<file path="config.mk">
export PLATFORM = sky130hd
export DESIGN_NAME = cascaded_biquad_lowpass_unit
export DESIGN_NICKNAME = d
export VERILOG_FILES = /design/src/sv/cbl_pkg.sv /design/src/sv/cbl_regs.sv /design/src/sv/cbl_ctrl.sv /design/src/sv/cbl_dpath.sv /design/src/sv/cascaded_biquad_lowpass_unit.sv
export SDC_FILE = /design/constraint.sdc
export NUM_CORES = 2
export LEC_CHECK = 0
export BUFFER_PORTS_ARGS = -buffer_cell sky130_fd_sc_hd__buf_4
export CORE_MARGIN = 10
export CORE_UTILIZATION = 42
export DETAILED_ROUTE_END_ITERATION = 6
export PLACE_DENSITY = 0.56
export SLEW_MARGIN = 10
export SYNTH_ARGS = -nofsm -noshare
export SYNTH_HDL_FRONTEND = slang
export SYNTH_SLANG_ARGS = --single-unit
</file>
<file path="constraint.sdc">
create_clock -name i_clk -period 23.3 [get_ports i_clk]
set_input_delay 3.495 -clock i_clk [delete_from_list [all_inputs] [get_ports i_clk]]
set_output_delay 3.495 -clock i_clk [all_outputs]
set_load 0.01 [all_outputs]
</file>
<file path="src/sv/cbl_pkg.sv">
`timescale 1ns / 1ps

package cbl_pkg;

    localparam int COEF_W     = 32;
    localparam int PAIR_W     = 64;
    localparam int PROD_W     = 64;
    localparam int Q_SHIFT    = 28;
    localparam int RND_W      = PROD_W - Q_SHIFT;
    localparam int ACC_W      = 38;
    localparam int REG_ADDR_W = 6;
    localparam int REG_IDX_W  = 3;

    localparam logic [REG_IDX_W-1:0] REG_GAIN         = 3'd0;
    localparam logic [REG_IDX_W-1:0] REG_FIRST_POLES  = 3'd1;
    localparam logic [REG_IDX_W-1:0] REG_FIRST_ZEROS  = 3'd2;
    localparam logic [REG_IDX_W-1:0] REG_SECOND_POLES = 3'd3;
    localparam logic [REG_IDX_W-1:0] REG_SECOND_ZEROS = 3'd4;

    localparam logic [COEF_W-1:0] GAIN_RESET = 32'h1000_0000;

    typedef logic [2:0] t_op;
    localparam t_op OP_GAIN = 3'd0;
    localparam t_op OP_B1   = 3'd1;
    localparam t_op OP_B2   = 3'd2;
    localparam t_op OP_A1   = 3'd3;
    localparam t_op OP_A2   = 3'd4;

    typedef logic [1:0] t_sect;

    typedef struct packed {
        logic [COEF_W-1:0] gain;
        logic [PAIR_W-1:0] first_poles;
        logic [PAIR_W-1:0] first_zeros;
        logic [PAIR_W-1:0] second_poles;
        logic [PAIR_W-1:0] second_zeros;
    } t_coefs;

    typedef struct packed {
        logic  load_sample;
        logic  issue;
        t_op   op;
        t_sect sect;
        logic  out_load;
    } t_dp_cmd;

    typedef struct packed {
        logic out_full;
    } t_dp_stat;

    function automatic logic signed [COEF_W-1:0] sat32(input logic signed [ACC_W-1:0] v);
        logic [ACC_W-COEF_W:0] top;
        top = v[ACC_W-1:COEF_W-1];
        if ((&top) || !(|top)) begin
            return v[COEF_W-1:0];
        end else if (v[ACC_W-1]) begin
            return 32'sh8000_0000;
        end else begin
            return 32'sh7fff_ffff;
        end
    endfunction

endpackage

</file>
<file path="src/sv/cbl_regs.sv">
`timescale 1ns / 1ps

module cbl_regs (
    input  logic                             i_clk,
    input  logic                             i_rst_n,
    input  logic                             psel,
    input  logic                             penable,
    input  logic                             pwrite,
    input  logic [cbl_pkg::REG_ADDR_W-1:0]   paddr,
    input  logic [cbl_pkg::PAIR_W-1:0]       pwdata,
    output logic [cbl_pkg::PAIR_W-1:0]       prdata,
    output logic                             pready,
    output cbl_pkg::t_coefs                  o_coefs
);
    import cbl_pkg::*;

    logic [COEF_W-1:0]    r_gain;
    logic [PAIR_W-1:0]    r_first_poles;
    logic [PAIR_W-1:0]    r_first_zeros;
    logic [PAIR_W-1:0]    r_second_poles;
    logic [PAIR_W-1:0]    r_second_zeros;
    logic [REG_IDX_W-1:0] reg_idx;
    logic                 wr_en;

    assign reg_idx = paddr[REG_ADDR_W-1:REG_ADDR_W-REG_IDX_W];
    assign pready  = 1'b1;
    assign wr_en   = psel && penable && pwrite;

    always_ff @(posedge i_clk) begin
        if (!i_rst_n) begin
            r_gain         <= GAIN_RESET;
            r_first_poles  <= '0;
            r_first_zeros  <= '0;
            r_second_poles <= '0;
            r_second_zeros <= '0;
        end else if (wr_en) begin
            unique case (reg_idx)
                REG_GAIN:         r_gain         <= pwdata[COEF_W-1:0];
                REG_FIRST_POLES:  r_first_poles  <= pwdata;
                REG_FIRST_ZEROS:  r_first_zeros  <= pwdata;
                REG_SECOND_POLES: r_second_poles <= pwdata;
                REG_SECOND_ZEROS: r_second_zeros <= pwdata;
                default: ;
            endcase
        end
    end

    always_comb begin
        unique case (reg_idx)
            REG_GAIN:         prdata = PAIR_W'(r_gain);
            REG_FIRST_POLES:  prdata = r_first_poles;
            REG_FIRST_ZEROS:  prdata = r_first_zeros;
            REG_SECOND_POLES: prdata = r_second_poles;
            REG_SECOND_ZEROS: prdata = r_second_zeros;
            default:          prdata = '0;
        endcase
    end

    assign o_coefs.gain         = r_gain;
    assign o_coefs.first_poles  = r_first_poles;
    assign o_coefs.first_zeros  = r_first_zeros;
    assign o_coefs.second_poles = r_second_poles;
    assign o_coefs.second_zeros = r_second_zeros;

endmodule

</file>
<file path="src/sv/cbl_ctrl.sv">
`timescale 1ns / 1ps

module cbl_ctrl #(
    parameter int SECTIONS = 2
) (
    input  logic               i_clk,
    input  logic               i_rst_n,
    input  logic               i_in_valid,
    output logic               o_in_ready,
    input  cbl_pkg::t_dp_stat  i_stat,
    output cbl_pkg::t_dp_cmd   o_cmd
);
    import cbl_pkg::*;

    localparam logic [1:0] S_IDLE  = 2'd0;
    localparam logic [1:0] S_RUN   = 2'd1;
    localparam logic [1:0] S_FLUSH = 2'd2;
    localparam logic [1:0] S_DONE  = 2'd3;

    localparam t_sect LAST_SECT = t_sect'(SECTIONS - 1);

    logic [1:0] r_state, n_state;
    t_op        r_op, n_op;
    t_sect      r_sect, n_sect;

    always_ff @(posedge i_clk) begin
        if (!i_rst_n) begin
            r_state <= S_IDLE;
            r_op    <= OP_GAIN;
            r_sect  <= '0;
        end else begin
            r_state <= n_state;
            r_op    <= n_op;
            r_sect  <= n_sect;
        end
    end

    always_comb begin
        n_state           = r_state;
        n_op              = r_op;
        n_sect            = r_sect;
        o_in_ready        = 1'b0;
        o_cmd.load_sample = 1'b0;
        o_cmd.issue       = 1'b0;
        o_cmd.op          = r_op;
        o_cmd.sect        = r_sect;
        o_cmd.out_load    = 1'b0;
        unique case (r_state)
            S_IDLE: begin
                o_in_ready = 1'b1;
                if (i_in_valid) begin
                    o_cmd.load_sample = 1'b1;
                    n_op              = OP_GAIN;
                    n_sect            = '0;
                    n_state           = S_RUN;
                end
            end
            S_RUN: begin
                o_cmd.issue = 1'b1;
                if (r_op == OP_GAIN) begin
                    n_op = OP_B1;
                end else if (r_op == OP_A2) begin
                    n_op = OP_B1;
                    if (r_sect == LAST_SECT) begin
                        n_state = S_FLUSH;
                    end else begin
                        n_sect = r_sect + 1'b1;
                    end
                end else begin
                    n_op = r_op + 1'b1;
                end
            end
            S_FLUSH: begin
                n_state = S_DONE;
            end
            S_DONE: begin
                if (!i_stat.out_full) begin
                    o_cmd.out_load = 1'b1;
                    n_state        = S_IDLE;
                end
            end
        endcase
    end

endmodule

</file>
<file path="src/sv/cbl_dpath.sv">
`timescale 1ns / 1ps

module cbl_dpath #(
    parameter int SECTIONS    = 2,
    parameter int SAMPLE_BITS = 24
) (
    input  logic                          i_clk,
    input  logic                          i_rst_n,
    input  cbl_pkg::t_coefs               i_coefs,
    input  cbl_pkg::t_dp_cmd              i_cmd,
    output cbl_pkg::t_dp_stat             o_stat,
    input  logic signed [SAMPLE_BITS-1:0] i_sample_in,
    output logic signed [SAMPLE_BITS-1:0] o_sample_out,
    output logic                          o_out_valid,
    input  logic                          i_out_ready
);
    import cbl_pkg::*;

    localparam logic signed [ACC_W-1:0] SMP_MAX =
        {{(ACC_W-SAMPLE_BITS+1){1'b0}}, {(SAMPLE_BITS-1){1'b1}}};
    localparam logic signed [ACC_W-1:0] SMP_MIN = ~SMP_MAX;
    localparam logic signed [PROD_W-1:0] RND_HALF = PROD_W'(64'sd1 <<< (Q_SHIFT - 1));

    logic signed [SAMPLE_BITS-1:0] r_sample;
    logic signed [PROD_W-1:0]      r_prod;
    logic                          r_pend_valid;
    t_op                           r_pend_op;
    t_sect                         r_pend_sect;
    logic signed [ACC_W-1:0]       r_acc;
    logic signed [COEF_W-1:0]      r_h1 [SECTIONS];
    logic signed [COEF_W-1:0]      r_h2 [SECTIONS];
    logic signed [SAMPLE_BITS-1:0] r_out;
    logic                          r_out_valid;

    logic signed [COEF_W-1:0]      h1_sel, h2_sel;
    logic [PAIR_W-1:0]             poles_sel, zeros_sel;
    logic signed [COEF_W-1:0]      mul_a, mul_b;
    logic signed [PROD_W-1:0]      prod;
    logic signed [PROD_W-1:0]      rnd_sum;
    logic signed [ACC_W-1:0]       rnd_ext;
    logic signed [COEF_W-1:0]      acc_sat;
    logic signed [ACC_W-1:0]       base;
    logic                          sub;
    logic signed [ACC_W-1:0]       acc_sum;
    logic signed [SAMPLE_BITS-1:0] out_clip;

    // operand select
    always_comb begin
        h1_sel = '0;
        h2_sel = '0;
        for (int s = 0; s < SECTIONS; s++) begin
            if (i_cmd.sect == t_sect'(s)) begin
                h1_sel = r_h1[s];
                h2_sel = r_h2[s];
            end
        end
        unique case (i_cmd.sect)
            2'd0: begin
                poles_sel = i_coefs.first_poles;
                zeros_sel = i_coefs.first_zeros;
            end
            2'd1: begin
                poles_sel = i_coefs.second_poles;
                zeros_sel = i_coefs.second_zeros;
            end
            default: begin
                poles_sel = '0;
                zeros_sel = '0;
            end
        endcase
        unique case (i_cmd.op)
            OP_GAIN: begin
                mul_a = COEF_W'(r_sample);
                mul_b = i_coefs.gain;
            end
            OP_B1: begin
                mul_a = h1_sel;
                mul_b = poles_sel[PAIR_W-1:COEF_W];
            end
            OP_B2: begin
                mul_a = h2_sel;
                mul_b = poles_sel[COEF_W-1:0];
            end
            OP_A1: begin
                mul_a = h1_sel;
                mul_b = zeros_sel[PAIR_W-1:COEF_W];
            end
            default: begin
                mul_a = h2_sel;
                mul_b = zeros_sel[COEF_W-1:0];
            end
        endcase
    end

    assign prod = mul_a * mul_b;

    always_ff @(posedge i_clk) begin
        if (i_cmd.load_sample) begin
            r_sample <= i_sample_in;
        end
        if (i_cmd.issue) begin
            r_prod      <= prod;
            r_pend_op   <= i_cmd.op;
            r_pend_sect <= i_cmd.sect;
        end
    end

    always_ff @(posedge i_clk) begin
        if (!i_rst_n) begin
            r_pend_valid <= 1'b0;
        end else begin
            r_pend_valid <= i_cmd.issue;
        end
    end

    // round half up to sample scale, then accumulate
    assign rnd_sum = r_prod + RND_HALF;
    assign rnd_ext = ACC_W'(signed'(rnd_sum[PROD_W-1:Q_SHIFT]));
    assign acc_sat = sat32(r_acc);

    always_comb begin
        unique case (r_pend_op)
            OP_GAIN: begin
                base = '0;
                sub  = 1'b0;
            end
            OP_B1: begin
                base = ACC_W'(acc_sat);
                sub  = 1'b1;
            end
            OP_B2: begin
                base = r_acc;
                sub  = 1'b1;
            end
            OP_A1: begin
                base = ACC_W'(acc_sat);
                sub  = 1'b0;
            end
            default: begin
                base = r_acc;
                sub  = 1'b0;
            end
        endcase
        acc_sum = sub ? (base - rnd_ext) : (base + rnd_ext);
    end

    always_ff @(posedge i_clk) begin
        if (r_pend_valid) begin
            r_acc <= acc_sum;
        end
    end

    // history shift once the new word is known
    always_ff @(posedge i_clk) begin
        if (!i_rst_n) begin
            for (int s = 0; s < SECTIONS; s++) begin
                r_h1[s] <= '0;
                r_h2[s] <= '0;
            end
        end else if (r_pend_valid && (r_pend_op == OP_A1)) begin
            for (int s = 0; s < SECTIONS; s++) begin
                if (r_pend_sect == t_sect'(s)) begin
                    r_h2[s] <= r_h1[s];
                    r_h1[s] <= acc_sat;
                end
            end
        end
    end

    always_comb begin
        if (r_acc > SMP_MAX) begin
            out_clip = SMP_MAX[SAMPLE_BITS-1:0];
        end else if (r_acc < SMP_MIN) begin
            out_clip = SMP_MIN[SAMPLE_BITS-1:0];
        end else begin
            out_clip = r_acc[SAMPLE_BITS-1:0];
        end
    end

    always_ff @(posedge i_clk) begin
        if (i_cmd.out_load) begin
            r_out <= out_clip;
        end
    end

    always_ff @(posedge i_clk) begin
        if (!i_rst_n) begin
            r_out_valid <= 1'b0;
        end else if (i_cmd.out_load) begin
            r_out_valid <= 1'b1;
        end else if (i_out_ready) begin
            r_out_valid <= 1'b0;
        end
    end

    assign o_stat.out_full = r_out_valid && !i_out_ready;
    assign o_sample_out    = r_out;
    assign o_out_valid     = r_out_valid;

endmodule

</file>
<file path="src/sv/cascaded_biquad_lowpass_unit.sv">
// Fourth-order low-pass IIR filter: SECTIONS direct form II biquads in cascade.
// Input channel: i_in_valid / o_in_ready with i_sample_in (signed Q1.23).
// Output channel: o_out_valid / i_out_ready with o_sample_out (signed Q1.23,
// saturated). One output sample per input sample, in order.
// Coefficients and gain are written over the APB-style port, 64-bit words at
// byte address 8*i: gain, first poles, first zeros, second poles, second zeros.
// Write them only while no sample is in flight.
// One 32x32 multiplier is shared by all products: 1 + 4*SECTIONS multiplies,
// one issued per cycle, each accumulated in the cycle after its issue.
// After the input transaction the controller issues the multiplies, passes
// through a flush state and a done state, and loads the result into the
// output register; a new sample is taken only once that load has happened.
// The output register holds one finished sample; when the receiver stalls,
// the next sample is computed and then waits until the register is free.
// Synchronous reset clears the filter history, restores gain to 1.0 and zeros
// the coefficients; the block is ready as soon as reset is released.
`timescale 1ns / 1ps

module cascaded_biquad_lowpass_unit #(
    parameter int SECTIONS    = 2,
    parameter int SAMPLE_BITS = 24
) (
    input  logic                           i_clk,
    input  logic                           i_rst_n,
    input  logic                           i_in_valid,
    output logic                           o_in_ready,
    input  logic signed [SAMPLE_BITS-1:0]  i_sample_in,
    output logic                           o_out_valid,
    input  logic                           i_out_ready,
    output logic signed [SAMPLE_BITS-1:0]  o_sample_out,
    input  logic                           psel,
    input  logic                           penable,
    input  logic                           pwrite,
    input  logic [cbl_pkg::REG_ADDR_W-1:0] paddr,
    input  logic [cbl_pkg::PAIR_W-1:0]     pwdata,
    output logic [cbl_pkg::PAIR_W-1:0]     prdata,
    output logic                           pready
);
    import cbl_pkg::*;

    t_coefs   coefs;
    t_dp_cmd  cmd;
    t_dp_stat stat;

    cbl_regs u_regs (
        .i_clk   (i_clk),
        .i_rst_n (i_rst_n),
        .psel    (psel),
        .penable (penable),
        .pwrite  (pwrite),
        .paddr   (paddr),
        .pwdata  (pwdata),
        .prdata  (prdata),
        .pready  (pready),
        .o_coefs (coefs)
    );

    cbl_ctrl #(
        .SECTIONS (SECTIONS)
    ) u_ctrl (
        .i_clk      (i_clk),
        .i_rst_n    (i_rst_n),
        .i_in_valid (i_in_valid),
        .o_in_ready (o_in_ready),
        .i_stat     (stat),
        .o_cmd      (cmd)
    );

    cbl_dpath #(
        .SECTIONS    (SECTIONS),
        .SAMPLE_BITS (SAMPLE_BITS)
    ) u_dpath (
        .i_clk        (i_clk),
        .i_rst_n      (i_rst_n),
        .i_coefs      (coefs),
        .i_cmd        (cmd),
        .o_stat       (stat),
        .i_sample_in  (i_sample_in),
        .o_sample_out (o_sample_out),
        .o_out_valid  (o_out_valid),
        .i_out_ready  (i_out_ready)
    );

endmodule

</file>
==> run metrics <==
Synth Instances=7064; Fin Setup TNS=0 ns; global-route wire length before repair=342.9 mm; cts repair resizes=0; fin crit share=52.44%; via count=51670; Filler cells=14570; Critical Path Most Common Cell=fa_1; skew final=0.05778 ns; Clk network pwr share=15.8%; CTS Hold Bufs=0; clk_lat worst skew=0.66 ns; net switching power=3.120 mW; Seq pwr share=22.7%; combinational share of power=between 60% and 70%; clock sinks=553; Max stage delay on crit path=about 0.84 ns; Reg clk slew, reported paths=approximately 0.060 ns; WS Path Type=reg2reg; row cnt=~140; worst-path fanout max=37; CTS Buf Count=61; die height=409.3 um; largest net degree at the start of global routing=105; Least-Margin Pin Slew=1.345 ns; fin nets=around 8400; max-slew violations=0; run status=finished, final reports clean; ys flop type=dfxtp_1; Die X=409.3 um; met2 usage=40.04%; routed vias/inst=5.680; Req. time, crit path=23.69 ns; Max clock buf depth=3; DPL Wire Length=161.1 mm; H-Tree Depth=2; Pre-antenna DRT Iters=6; Critical Path Source Type=flop; endpoints failing setup=0; maximum vdd drop=about 0.086 mV; RSZ-0062 raised after global routing=no; Post-synth EDFFs=256; met3 usage=8.253%; worst endpoint data arrival time=between 10 and 15 ns; number of max-cap violations=0; final hold vios=0; FF/Latch Area=about 0.014 mm^2; CP Capture Type=flop; Port Buf Inserts=187; ratio of cells with drive above 1 in the final layout=8.432%; fin crit period=12.22 ns; DR iter-0 viols=around 5300; Max Freq=81.84 MHz; RePlAce Congestion=between 0.9 and 1; area of the multi-input gates=0.04496 mm^2; switching share of power=50.08%; Cell Pwr Density=89.36 mW/mm^2; ys async rst share=0%; die area=0.1675 mm^2; Finished Layout Cells=9097; root buffer cell=clkbuf_16; worst hold slack=0.4405 ns; vias in the first global route=between 50000 and 60000; Static Leak=30.50 nW; # DRC=0; Post-Route WL=229.1 mm; Inst Count DP=8971; initial antenna violation count=15; commonest non-fill, non-tap cell in the layout=nand2_1; HP Class=reg2reg; Final Util=46.38%; Seq/Total Area, Yosys=about 21%; GRT met1 Usage=37.11%; CTS tree=yes; All-Layer GR Usage=26.98%; core area=0.1503 mm^2; YS warnings=0; Syn Std Cell Area=between 0.06 and 0.07 mm^2; slowest CP cell=ha_2; GRT overflow=0; Syn Nets=approximately 8500; library cells used by synthesis=95; Mean Syn Cell Area=9.011 um^2; Top Usage Layer GRT=met2; Post-CTS Setup Repair Bufs=0; num ports=192; Area Overhead vs Synth=9.516%; Slew Limit Headroom=10.35%; Pint=3.110 mW; ANT nets after route=0; Initial Utilization=roughly 42%; DR WL/cell=25.18 um; R2R Setup Slk=about 11 ns; most frequent cells in the layout=nand2_1, fa_1, inv_1, nor2_1, a21oi_1; Yosys reg bits=553
[cells in the mapped netlist, types with 16 or more instances]
library cell	instances	area, um^2
xnor2_1	101	884.6
nand2_1	1246	4677
inv_1	1073	4028
o22ai_1	34	212.7
a211oi_1	33	247.7
a31oi_1	16	100.1
o21a_1	18	135.1
nor2b_1	26	162.7
nand3_1	38	190.2
nand4_1	24	150.1
nand2b_1	67	419.2
nor3_1	29	145.1
fa_1	1083	21680
ha_1	231	2890
o21ai_0	66	330.3
a22oi_1	173	1299
dfxtp_1	297	5946
and2_1	126	788.3
a222oi_1	30	300.3
mux2_2	37	416.7
buf_1	37	138.9
and3_1	48	300.3
a22o_1	113	989.7
nor2_1	600	2252
a211o_1	23	201.4
clkbuf_1	376	1411
edfxtp_1	256	7687
a21o_1	125	938.4
a21oi_1	443	2217
xor2_1	54	473.0
buf_2	23	115.1
[area by class of cell]
class,count,share of cell area [%]
antenna,13,0.04667
clock buffer,85,2.495
clock inverter,26,0.4038
inverter,1076,5.805
multi-input combinational,4996,64.50
sequential,553,19.56
tap,2016,3.618
timing repair buffer,332,3.575
[power by group through the flow]
| stage | registers [mW] | logic [mW] | clock network (mW) |
|---|---|---|---|
| final | 1.41 | 3.83 | 0.982 |
| after CTS | 1.41 | 3.78 | 0.996 |
| after global routing | 1.43 | 4.15 | 1.03 |
| after floorplan | 1.35 | 2.45 | 0 |
| after global placement | 1.43 | 3.73 | 0 |
| after detailed placement | 1.43 | 3.73 | 0 |
[worst max-delay path, delay by kind of cell, from the launching register on]
family	cells	cell delay, ns
compound gates	9	2.47
xor+xnor	1	0.15
fa+ha+maj	10	5.20
buf+inv	7	2.20
flops	1	0.33
simple gates	4	1.51
[state kept, by name, indices dropped and copies added, names as in the netlist, 2 cells and up]
| signal | flops |
|---|---|
| u_dpath.r_prod | 37 |
| u_ctrl.r_sect | 2 |
| u_dpath.r_acc | 38 |
| u_regs.r_first_poles | 64 |
| u_dpath.r_pend_sect | 2 |
| u_dpath.o_sample_out | 24 |
| u_dpath.r_sample | 24 |
| u_dpath.r_h2 | 64 |
| u_regs.r_first_zeros | 64 |
| u_regs.r_gain | 32 |
| u_dpath.r_h1 | 64 |
| u_regs.r_second_zeros | 64 |
| u_dpath.r_pend_op | 3 |
| u_ctrl.r_state | 2 |
| u_regs.r_second_poles | 64 |
| u_ctrl.r_op | 3 |
[per-stage QoR]
step                      power (mW)  instance area, um^2  worst slack, ns
after floorplan                3.802                63650            12.87
after global placement         5.153                67640            11.28
after detailed placement       5.156                67640            11.29
after CTS                      6.187                69660            11.21
after global routing           6.612                69690            10.69
final                          6.229                69710            11.08
[path summary, 6_finish.rpt]
path,start,end,depth (start not counted)
setup reg to reg,u_ctrl.r_sect[1],u_dpath.r_prod[59],31
hold / removal,u_ctrl.r_op[2],u_dpath.r_pend_op[2],0
setup / recovery,u_ctrl.r_sect[1],u_dpath.r_prod[59],31
hold reg to reg,u_ctrl.r_op[2],u_dpath.r_pend_op[2],0
[per-layer routing]
metal	up-vias	routed length (um)
met2	2548	98580
met5	-	27
met1	26250	95200
li1	22420	-
met3	454	26020
met4	6	9243
[logic make-up after synthesis]
group | after synthesis | share of synthesized area (%)
XOR/XNOR | 155 | 2.133
flip-flops | 553 | 21.42
multiplexers | 42 | 0.7332
AO/OA/AOI/OAI | 1203 | 12.88
buffers and inverters | 1515 | 8.997
other | 1 | 0.005891
adder cells (fa/ha/maj) | 1314 | 38.60
AND/OR/NAND/NOR | 2281 | 15.23
(Power assumes the default switching activity.)
